==> config.mk <==
export PLATFORM = sky130hd
export DESIGN_NAME = mbe_front
export DESIGN_NICKNAME = d
export VERILOG_FILES = /design/src/hdl/mbe_pkg.sv /design/src/hdl/mbe_front.sv
export SDC_FILE = /design/constraint.sdc
export NUM_CORES = 1
export LEC_CHECK = 0
export BUFFER_PORTS_ARGS = -buffer_cell sky130_fd_sc_hd__buf_2
export CAP_MARGIN = 10
export CORE_MARGIN = 3
export CORE_UTILIZATION = 50
export CTS_BUF_LIST = sky130_fd_sc_hd__clkbuf_2
export CTS_CLUSTER_DIAMETER = 200
export CTS_CLUSTER_SIZE = 8
export DETAILED_ROUTE_END_ITERATION = 8
export PLACE_DENSITY = 0.91
export SYNTH_ARGS = -nofsm -noshare
export SYNTH_HDL_FRONTEND = slang
export SYNTH_SLANG_ARGS = --single-unit
export TNS_END_PERCENT = 1
==> constraint.sdc <==
create_clock -name clk -period 6.6 [get_ports clk]
set_input_delay 0.33 -clock clk [delete_from_list [all_inputs] [get_ports clk]]
set_output_delay 0.33 -clock clk [all_outputs]
set_load 0.005 [all_outputs]
==> src/hdl/mbe_pkg.sv <==
`timescale 1ns / 1ps

package mbe_pkg;

  localparam int CFG_W       = 16;
  localparam int COUNT_W     = 16;
  localparam int OUT_W       = 24;
  localparam int QUEUE_DEPTH = 2;

  localparam logic REG_MAX_ITERATIONS = 1'b0;
  localparam logic REG_ESCAPE_LIMIT   = 1'b1;

  typedef enum logic [2:0] {
    ST_IDLE,
    ST_CHECK,
    ST_UPDATE,
    ST_LAUNCH,
    ST_WAIT,
    ST_DONE
  } core_state_t;

  typedef struct packed {
    logic [CFG_W-1:0] max_iterations;
    logic [CFG_W-1:0] escape_limit;
  } cfg_t;

  typedef struct packed {
    logic               valid;
    logic [COUNT_W-1:0] count;
  } result_t;

endpackage

==> src/hdl/mbe_front.sv <==
`timescale 1ns / 1ps

module mbe_front #(
  parameter int COORD_WIDTH = 32
) (
  input  logic                          clk,
  input  logic                          rst,
  input  mbe_pkg::cfg_t                 cfg,
  input  logic                          in_valid,
  output logic                          in_ready,
  input  logic signed [COORD_WIDTH-1:0] in_cx,
  input  logic signed [COORD_WIDTH-1:0] in_cy,
  output logic                          q_valid,
  input  logic                          q_pop,
  output logic signed [COORD_WIDTH-1:0] q_cx,
  output logic signed [COORD_WIDTH-1:0] q_cy,
  output logic                          q_skip
);

  localparam int PTR_W = (mbe_pkg::QUEUE_DEPTH > 1) ? $clog2(mbe_pkg::QUEUE_DEPTH) : 1;
  localparam int CNT_W = $clog2(mbe_pkg::QUEUE_DEPTH + 1);

  logic signed [COORD_WIDTH-1:0] cx_mem [mbe_pkg::QUEUE_DEPTH];
  logic signed [COORD_WIDTH-1:0] cy_mem [mbe_pkg::QUEUE_DEPTH];
  logic                          skip_mem [mbe_pkg::QUEUE_DEPTH];
  logic [PTR_W-1:0]              wr_ptr;
  logic [PTR_W-1:0]              rd_ptr;
  logic [CNT_W-1:0]              count;
  logic                          push;
  logic                          pop;
  logic                          skip_in;

  assign in_ready = (count != CNT_W'(mbe_pkg::QUEUE_DEPTH));
  assign q_valid  = (count != '0);
  assign push     = in_valid && in_ready;
  assign pop      = q_pop && q_valid;
  // a point that can run no iteration goes straight to the result
  assign skip_in  = (cfg.max_iterations == '0) || (cfg.escape_limit == '0);

  assign q_cx   = cx_mem[rd_ptr];
  assign q_cy   = cy_mem[rd_ptr];
  assign q_skip = skip_mem[rd_ptr];

  always_ff @(posedge clk) begin
    if (push) begin
      cx_mem[wr_ptr]   <= in_cx;
      cy_mem[wr_ptr]   <= in_cy;
      skip_mem[wr_ptr] <= skip_in;
    end
  end

  always_ff @(posedge clk) begin
    if (rst) begin
      wr_ptr <= '0;
      rd_ptr <= '0;
      count  <= '0;
    end else begin
      if (push) begin
        wr_ptr <= (wr_ptr == PTR_W'(mbe_pkg::QUEUE_DEPTH - 1)) ? '0 : wr_ptr + 1'b1;
      end
      if (pop) begin
        rd_ptr <= (rd_ptr == PTR_W'(mbe_pkg::QUEUE_DEPTH - 1)) ? '0 : rd_ptr + 1'b1;
      end
      if (push && !pop) begin
        count <= count + 1'b1;
      end else if (pop && !push) begin
        count <= count - 1'b1;
      end
    end
  end

endmodule

; ---- Word-level counts from Yosys, hierarchy flattened
; Memory sizes are Yosys's and may differ from the RTL's. A register that Yosys moved wholly into a read port is not among the register bits.
; Cells that the tools add are included.
[totals]
word_cells = 34
in_bits = 100
ram_bits = 130
regBits = 4
romBits = 0
latch_bits = 0
out_inout_bits = 67
n_memories = 3
[op_classes]
n_eq_ne = 1
order_cmp = 0
n_shift = 0
div = 0
bitwise_logic = 0
multipliers = 0
n_addsub = 4
reduce_logical = 11
muxes = 12
[mem_list]
columns = name, words, word_bits, rd, rd_ports_with_merged_regs, write_ports, line_no
row1 = cx_mem, 2, 32, 1, 1, 1, mbe_front.sv:23  ; logic signed [COORD_WIDTH-1:0] cx_mem [mbe_pkg::QUEUE_DEPTH];
row2 = cy_mem, 2, 32, 1, 1, 1, mbe_front.sv:24  ; logic signed [COORD_WIDTH-1:0] cy_mem [mbe_pkg::QUEUE_DEPTH];
row3 = skip_mem, 2, 1, 1, 1, 1, mbe_front.sv:25  ; logic skip_mem [mbe_pkg::QUEUE_DEPTH];
[op_table]
columns = cell, count
row1 = 16-bit logical NOT, 2
row2 = 1-bit 2-to-1 mux, 10
row3 = 1-bit logical AND, 4
row4 = 2-bit 2-to-1 mux, 2
row5 = 2-bit nonzero test, 2
row6 = "1-bit adder, second input constant", 2
row7 = "2-bit by 1-bit adder with 2-bit output, second input constant", 1
row8 = 1-bit logical NOT, 2
row9 = "2-bit inequality test, second input constant", 1
row10 = "2-bit by 1-bit subtractor with 2-bit output, second input constant", 1
row11 = 1-bit logical OR, 1

; ---- Depth between registers and ports, before layout
; Gate-level depths: netlist (run 1).
[logic_depth]
ltp_word = 6
mapped_depth = 6
depth_no_buf = 6

; ---- Worst setup path after synthesis (run 1)
; No wires, ideal clock.
[synth_path]
kind = register -> register
from = register count[0]
to = memory cx_mem[1][0], enable pin
path_slack_ps = 3998
path_buffers = 0
t_arrival_ps = 2171
stages_incl_launch_ff = 3
setup_ps = 430
cell_sequence = dfxtp_1 > nand2b_1 > and3_1
[synth_via]
elab_chain_len = 4
[synth_lines]
columns = element, line_no
row1 = "start, declared", mbe_front.sv:28  ; logic [CNT_W-1:0] count;
row2 = "start signal, assigned", mbe_front.sv:65  ; count <= count + 1'b1;
row3 = "start signal, assigned", mbe_front.sv:67  ; count <= count - 1'b1;
row4 = 2-bit inequality test, mbe_front.sv:33  ; assign in_ready = (count != CNT_W'(mbe_pkg::QUEUE_DEPTH));
row5 = net in_ready, mbe_front.sv:10  ; output logic in_ready,
row6 = 1-bit logical AND, mbe_front.sv:35  ; assign push = in_valid && in_ready;
row7 = 1-bit 2-to-1 mux, mbe_front.sv:45  ; if (push) begin
row8 = 1-bit 2-to-1 mux (not written as such), mbe_front.sv:46  ; cx_mem[wr_ptr] <= in_cx;
row9 = "end, declared", mbe_front.sv:23
; The timed path passes the listed nets, and every way through them passes these cells.

==> results list, run 1 <==
- The area fraction in compound gates after synthesis was 0.00601.
* Worst Tran Pin Value: approximately 0.87 ns
- After synthesis, the share of flip-flops with an asynchronous set or reset is 0.
- The worst register-to-register path begins at count[0].
* Vertical die dimension: about 110 um
- Clock skew on the completed layout was measured at roughly 0.026 ns.
* Final net count: roughly 590
- Total congestion overflow after global routing: 0
- Leading cell type in the layout, fill and taps excluded: sky130_fd_sc_hd__buf_2
- Setup violation total in the final timing report: 0
- Cells on worst reg2reg path: 3
* Power per cell area: approximately 320 mW/mm^2
* Post-synthesis register bit count: 135
* Antenna violations before repair: 0
- Final standard cell area without fillers: 0.00687 mm^2
- Primary flip-flop cell chosen by synthesis mapping: sky130_fd_sc_hd__edfxtp_1
- Number of cells produced by synthesis: roughly 240
- Share of post-route cells with drive strength above 1: 0.545
- Clock insertion delay at the later pin of the skew report: around 0.63 ns
* Main combinational cell family by area after synthesis: multiplexers
* Die area: approximately 0.011 mm^2
- Worst R2R Setup Slack: ~4.3 ns
* Largest net degree at the start of global routing: 66
* Final Critical Period: approximately 2.8 ns
- Wires add up to around 11000 um.
- The synthesized netlist contains 22 unique library cells.
- In the finished design, the share of the clock period the worst path needs comes to 0.430.
- Number of buffers created by CTS: 17
- The path class of the tightest hold or removal check is input port to flip-flop.
* Endpoint type of the worst setup path: output pin
- Last weighted congestion value of the routability-driven placer: slightly below 0.8
* Run status: finished clean
- Post-route worst hold slack: 0.143 ns
- Dividing the detail-routed wire length by the instance count gives 17.4 um.
* Number of global-route vias before repair: ~3500
- Relative slew slack: 0.422
- Portion of netlist area occupied by mux cells: 0.147
- The clock passes through at most 2 buffers.
- The worst hold path terminates at skip_mem[0].
* CTS Root Cell: sky130_fd_sc_hd__clkbuf_2
- In the layout the commonest cells are sky130_fd_sc_hd__buf_2 (166), sky130_fd_sc_hd__edfxtp_1 (130), sky130_fd_sc_hd__dlygate4sd3_1 (66).
- Antenna Nets Post-Route: 0
- Post-Synth Adder-Cell Area: 0.00251
- The Yosys step of the flow raised 0 warnings.
* Hold Path Origin: cfg[7]
- Post-synthesis simple-gate area fraction: 0.0233
- For this configuration, the core starts out at a cell density of 0.528.
- The worst setup path is launched from a flip-flop.
* Part of the Yosys area used for sequential elements: 0.802
- Arr. time, crit path: between 2 and 3 ns
- Max Slew Vio Count: 0
- Clock transition at the registers of the reported paths: around 0.19 ns
- Worst r2r dst: cx_mem[1][5]
* Diodes inserted: 0
* Final-report hold violation count: 0
- Total nets after synthesis: around 340
* # Max-Cap Violations: 0
* DRC violations left: 0
- Total of hold buffers inserted after clock tree synthesis: between 60 and 70
* Area growth from synthesis to layout: 37.5%
- Across every metal layer, demand over resource in global routing totals 0.199.
* Area of the mapped netlist: about 0.005 mm^2
- Setup repair after global routing left no endpoint under its margin.
- Of the total synthesized cell area, the portion taken by XOR and XNOR cells is 0.00526.
- Count of cells along the worst hold path: 4
- Setup Crit Path Kind: flip-flop to output pin
- Summed over all cells, the static leakage comes to approximately 2.7 nW.
- The clock tree synthesis step divided the H-tree into 4 levels.
- Global-route wire length before repair: around 17000 um
- OpenSTA, run right after detailed placement, puts the worst setup slack at around 4.4 ns.
- DP Wirelength: 6590 um
- Average footprint of a synthesized cell: between 20 and 25 um^2
- Post-CTS sizing: 0
- Clock sink count: about 140
- After floorplanning, the core was divided into 35 placement rows.
- Post-CTS timing repair inserted 0 buffers for setup.
* Die extent in x: around 110 um
- Setup total negative slack: 0 ns
- In this run, the number of DRC markers left after iteration 0 of detailed routing was between 150 and 200.
- Core box area: 0.00946 mm^2
- Post-route worst setup slack: roughly 3.8 ns
- TritonCTS built the clock tree.
- Total cell area at the placement stage: ~0.0059 mm^2
- Worst vdd ir: ~0.00022 V
- Derived from the worst setup path, the maximum achievable clock frequency is around 350 MHz.
- Buffers placed on the I/O ports in this run total roughly 170.
- The routed layout has between 3000 and 4000 vias.
- The synthesized design contains 130 enable-type register cells.
- I/O Pins: around 170
- Req. time, crit path: ~6.3 ns
- The first TritonRoute pass finished after 4 iterations.
* Via count normalized by instance count: roughly 4.9
* Largest fanout on the critical path: 37
-- cells by family after synthesis --
logic type               Yosys count
multiplexers                      65
XOR/XNOR                           3
AO/OA/AOI/OAI                      5
AND/OR/NAND/NOR                   20
flip-flops                       135
adder cells (fa/ha/maj)            1
buffers and inverters              8
-- through the flow --
stage          power [mW]   util  std cells
3_5_place_dp         1.63  0.628        528
2_1_floorplan        1.43      -        237
6_report             2.16  0.726        626
3_3_place_gp         1.61  0.628        528
4_1_cts              2.18  0.726        626
5_1_grt              2.27  0.726        626
-- worst max-delay path, stage by stage (launching register included) --
cell                      delay [ns]
sky130_fd_sc_hd__dfxtp_2        0.80
sky130_fd_sc_hd__buf_4          0.53
sky130_fd_sc_hd__mux2_2         0.40
sky130_fd_sc_hd__buf_2          0.13
-- layer usage --
layer / vias to the layer above / global-route usage / routed length, um
met5: - / 0 / 0
met4: 0 / 0.0648 / 188
met3: 17 / 0.0510 / 612
met2: 142 / 0.379 / 6070
met1: 1467 / 0.212 / 4020
li1: 1446 / - / -
-- sequential cells by signal, indices dropped and copies added, names as in the netlist, named ones only --
signal / flops
count: 2
cx_mem: 64
cy_mem: 64
rd_ptr: 1
skip_mem: 2
wr_ptr: 1
-- worst max path at each step --
stage / from / to
after floorplan: count[0] / cx_mem[1][0]
after global placement: flip-flop / q_cx[3]
after detailed placement: count[0] / cy_mem[1][29]
after CTS: flip-flop / q_cy[8]
after global routing: flip-flop / q_cy[29]
final: flip-flop / q_cy[8]
-- report_power, final --
part | switching, mW | internal (mW)
clock | 0.300 | 0.218
sequential | 0.0541 | 1.07
combinational | 0.238 | 0.284
-- cell type report --
type / instances / area, um^2
clock inverter: 13 / 169
sequential: 135 / 4010
clock buffer: 19 / 95.1
fill: 609 / 2590
tap: 129 / 161
multi-input combinational: 94 / 918
timing repair buffer: 235 / 1510
inverter: 1 / 3.75
-- cells in the mapped netlist, types with 2 or more instances --
cell type | number | area share
sky130_fd_sc_hd__edfxtp_1 | 130 | 0.78
sky130_fd_sc_hd__mux2_2 | 65 | 0.15
sky130_fd_sc_hd__nor4_1 | 8 | 0.010
sky130_fd_sc_hd__buf_6 | 5 | 0.011
sky130_fd_sc_hd__dfxtp_1 | 5 | 0.020
sky130_fd_sc_hd__nor2_1 | 3 | 0.0023
sky130_fd_sc_hd__xor2_1 | 3 | 0.0053
sky130_fd_sc_hd__a21oi_1 | 2 | 0.0020
sky130_fd_sc_hd__nand4_1 | 2 | 0.0025
sky130_fd_sc_hd__o21ai_0 | 2 | 0.0020
No activity file was read; power rests on OpenSTA's default activity.
==> inputs of run 2 (changes only) <==
==> constraint.sdc (replaced) <==
create_clock -name clk -period 2.9 [get_ports clk]
set_input_delay 0.145 -clock clk [delete_from_list [all_inputs] [get_ports clk]]
set_output_delay 0.145 -clock clk [all_outputs]
set_load 0.005 [all_outputs]
==> results list, run 2 (synthesis gave the netlist of run 1 again) <==
- The number of buffers and inverters on the critical path is 5 (+3).
- Worst Tran Pin Value: 0.590 ns (-0.277 ns)
* Worst vdd ir: 0.000588 V (+170%)
- Clock Skew: 0.0413 ns (+0.0149 ns)
- DP Wirelength: 6800 um (+3.3%)
* Vias: 3160 (+2.9%)
- The clock edge transition at the registers on the reported setup and hold paths was 0.22 ns (+0.03 ns).
* Final Critical Period: ~2.4 ns
* Total number of placement rows: 35 (unchanged)
* Number of buffers created by CTS: 17 (unchanged)
- The number of sinks on the clock net came to 135 (unchanged).
* Arr. time, crit path: 2.86 ns (+0.35 ns)
* Setup Crit Path Kind: input port to flip-flop
- Largest net degree at the start of global routing: 66 (unchanged)
- The share of cells above drive strength 1 is 0.540 (-0.00559).
- Vertical die dimension: 106 um (unchanged)
- Drt first pass iters: 4 (unchanged)
- Antenna violations before repair: 1 (+1)
- The signal on the critical path passes through dlygate4sd3_1, buf_2, nor4_1, dlygate4sd3_1, nand4_1, dlygate4sd3_1, nand2_1, dlygate4sd3_1.
- DRT Wirelength: 11100 um (+2.4%)
* Core utilization of the finished layout: 0.736 (+0.00992)
- The library cells used most frequently in the layout, excluding fill and tap cells, are sky130_fd_sc_hd__buf_2 (166), sky130_fd_sc_hd__edfxtp_1 (130), sky130_fd_sc_hd__dlygate4sd3_1 (71).
- Total congestion overflow after global routing: 0 (unchanged)
- The number of H-tree branching levels was 4 (unchanged).
- Starting DRC count in detailed routing: 125 (-36%)
* Largest incremental delay on the critical path: 0.60 ns (-0.20 ns)
* Leading cell type in the layout, fill and taps excluded: sky130_fd_sc_hd__buf_2
- The clock latency on the worst-skew pair is 0.63 ns (about the same).
- The worst setup path is launched from an input port.
* Antenna Nets Post-Route: 0 (unchanged)
- The buffer levels on the longest clock path is 2 (unchanged).
- Die extent in x: 106 um (unchanged)
* Registers with the highest flip-flop counts: cx_mem: 64 flops, cy_mem: 64 flops
- Final net count: 592 (+1.2%)
* Path type of the worst min-delay path: input port to flip-flop
- The total setup violations reported at the end of the flow was 0 (unchanged).
- Setup total negative slack: 0 ns (unchanged)
- The summed area of non-filler cells in the final layout is 0.00696 mm^2 (+1.4%).
* Achievable Freq: 422 MHz
- TritonCTS built the clock tree.
- Run status: finished clean
- The instance count after placement with tap cells included is 530 (+0.38%).
- The final weighted congestion in routability-driven placement came to 0.873 (+11%).
- The final hold violation count is 0 (unchanged).
- The total core area came to 0.00946 mm^2 (unchanged).
- Total cell area at the placement stage: 0.00597 mm^2 (+0.46%)
* Global-route wire length before repair: 17200 um (+2.6%)
- The count of buffers from port buffering is 166 (unchanged).
* Via count normalized by instance count: 4.98 (+1.6%)
- DRC violations left: 0 (unchanged)
- # Max-Cap Violations: 0 (unchanged)
- Setup repair after global routing missed its margin: no
* Post-route total power: 4.99 mW (+130%)
* Power per cell area: 716 mW/mm^2 (+130%)
* Endpoint type of the worst setup path: flip-flop
* Req. time, crit path: 3.39 ns (-2.88 ns)
- Initial Util: 0.528 (unchanged)
* Relative slew slack: 0.603 (+0.181)
- Crit path max-delay family: buffers and inverters
* Die area: 0.0112 mm^2 (unchanged)
- Area growth from synthesis to layout: 39.4%
- The average wire per cell in the routed design is 17.6 um (+1.1%).
- The slowest stage of the critical path is the sky130_fd_sc_hd__dlygate4sd3_1 cell.
- The count of pins over their slew limit is 0 (unchanged).
* Largest fanout on the critical path: 2 (-95%)
* Post-CTS sizing: 0 (unchanged)
* I/O Pins: 167 (unchanged)
- Cell leakage power: 2.70 nW (+1.7%)
* CTS Root Cell: sky130_fd_sc_hd__clkbuf_2
- Number of global-route vias before repair: 3409 (-1.4%)
- Top cell by count, worst path: sky130_fd_sc_hd__dlygate4sd3_1
- Fin cells: 634 (+1.3%)
- Final period utilization: 0.817
- GRT Resource Usage Total: 0.204 (+0.00516)
-- run 2: changes by cell type in the layout (fill, tap and decap cells not counted) --
cell	delta
sky130_fd_sc_hd__dlygate4sd3_1	+5
sky130_fd_sc_hd__inv_6	-4
sky130_fd_sc_hd__clkinv_4	+2
sky130_fd_sc_hd__buf_12	+1
sky130_fd_sc_hd__buf_4	+1
sky130_fd_sc_hd__bufinv_16	+1
sky130_fd_sc_hd__clkbuf_2	+1
sky130_fd_sc_hd__clkinv_1	+1
sky130_fd_sc_hd__clkinvlp_4	-1
sky130_fd_sc_hd__diode_2	+1
-- run 2: power breakdown --
group          internal, mW  switching, mW  leakage (nW)
Sequential             2.43         0.0671          1.26
Clock                 0.575          0.642         0.158
Combinational         0.664          0.606          1.29
Total                  3.67           1.31          2.70
-- run 2: worst reg2reg max path: stages, from the launching register on --
cell and delay (ns):
sky130_fd_sc_hd__dfxtp_1 0.46, sky130_fd_sc_hd__nand2b_1 0.22, sky130_fd_sc_hd__nand3b_1 0.13, sky130_fd_sc_hd__inv_2 0.41, sky130_fd_sc_hd__buf_4 0.46
-- run 2: layout make-up --
type	instances	area, um^2
Multi-Input combinational cell	94	918
Clock inverter	12	178
Clock buffer	20	100
Inverter	1	3.75
Timing Repair Buffer	242	1590
Antenna cell	1	2.50
Fill cell	612	2500
Sequential cell	135	4010
Tap cell	129	161
-- run 2: through the flow --
step	worst slack, ns	hold slack [ns]
finish	0.531	0.223
global route	0.553	0.142
CTS	0.703	0.144
detailed placement	0.887	0.337
global placement	1.02	0.334
floorplan	0.298	0.214
-- run 2: final timing paths --
path | from | endpoint | slack [ns] | depth (start not counted)
hold reg to reg | count[1] | count[1] | 0.54 | 2
setup / recovery | cfg[7] | skip_mem[1] | 0.53 | 8
setup reg to reg | count[0] | cx_mem[0][28] | 0.88 | 4
hold / removal | in_cx[27] | cx_mem[1][27] | 0.22 | 2
-- run 2: metal layers --
metal / GRT usage / vias up / wire (um)
met2: 0.374 / 141 / 6120
li1: - / 1453 / -
met1: 0.214 / 1542 / 4040
met5: 0 / - / 0
met4: 0.0962 / 0 / 336
met3: 0.0583 / 24 / 651
-- run 2: what timing repair did --
action	in CTS	in global routing
setup buffers	0	0
hold endpoints to repair	135	0
hold buffers	71	0
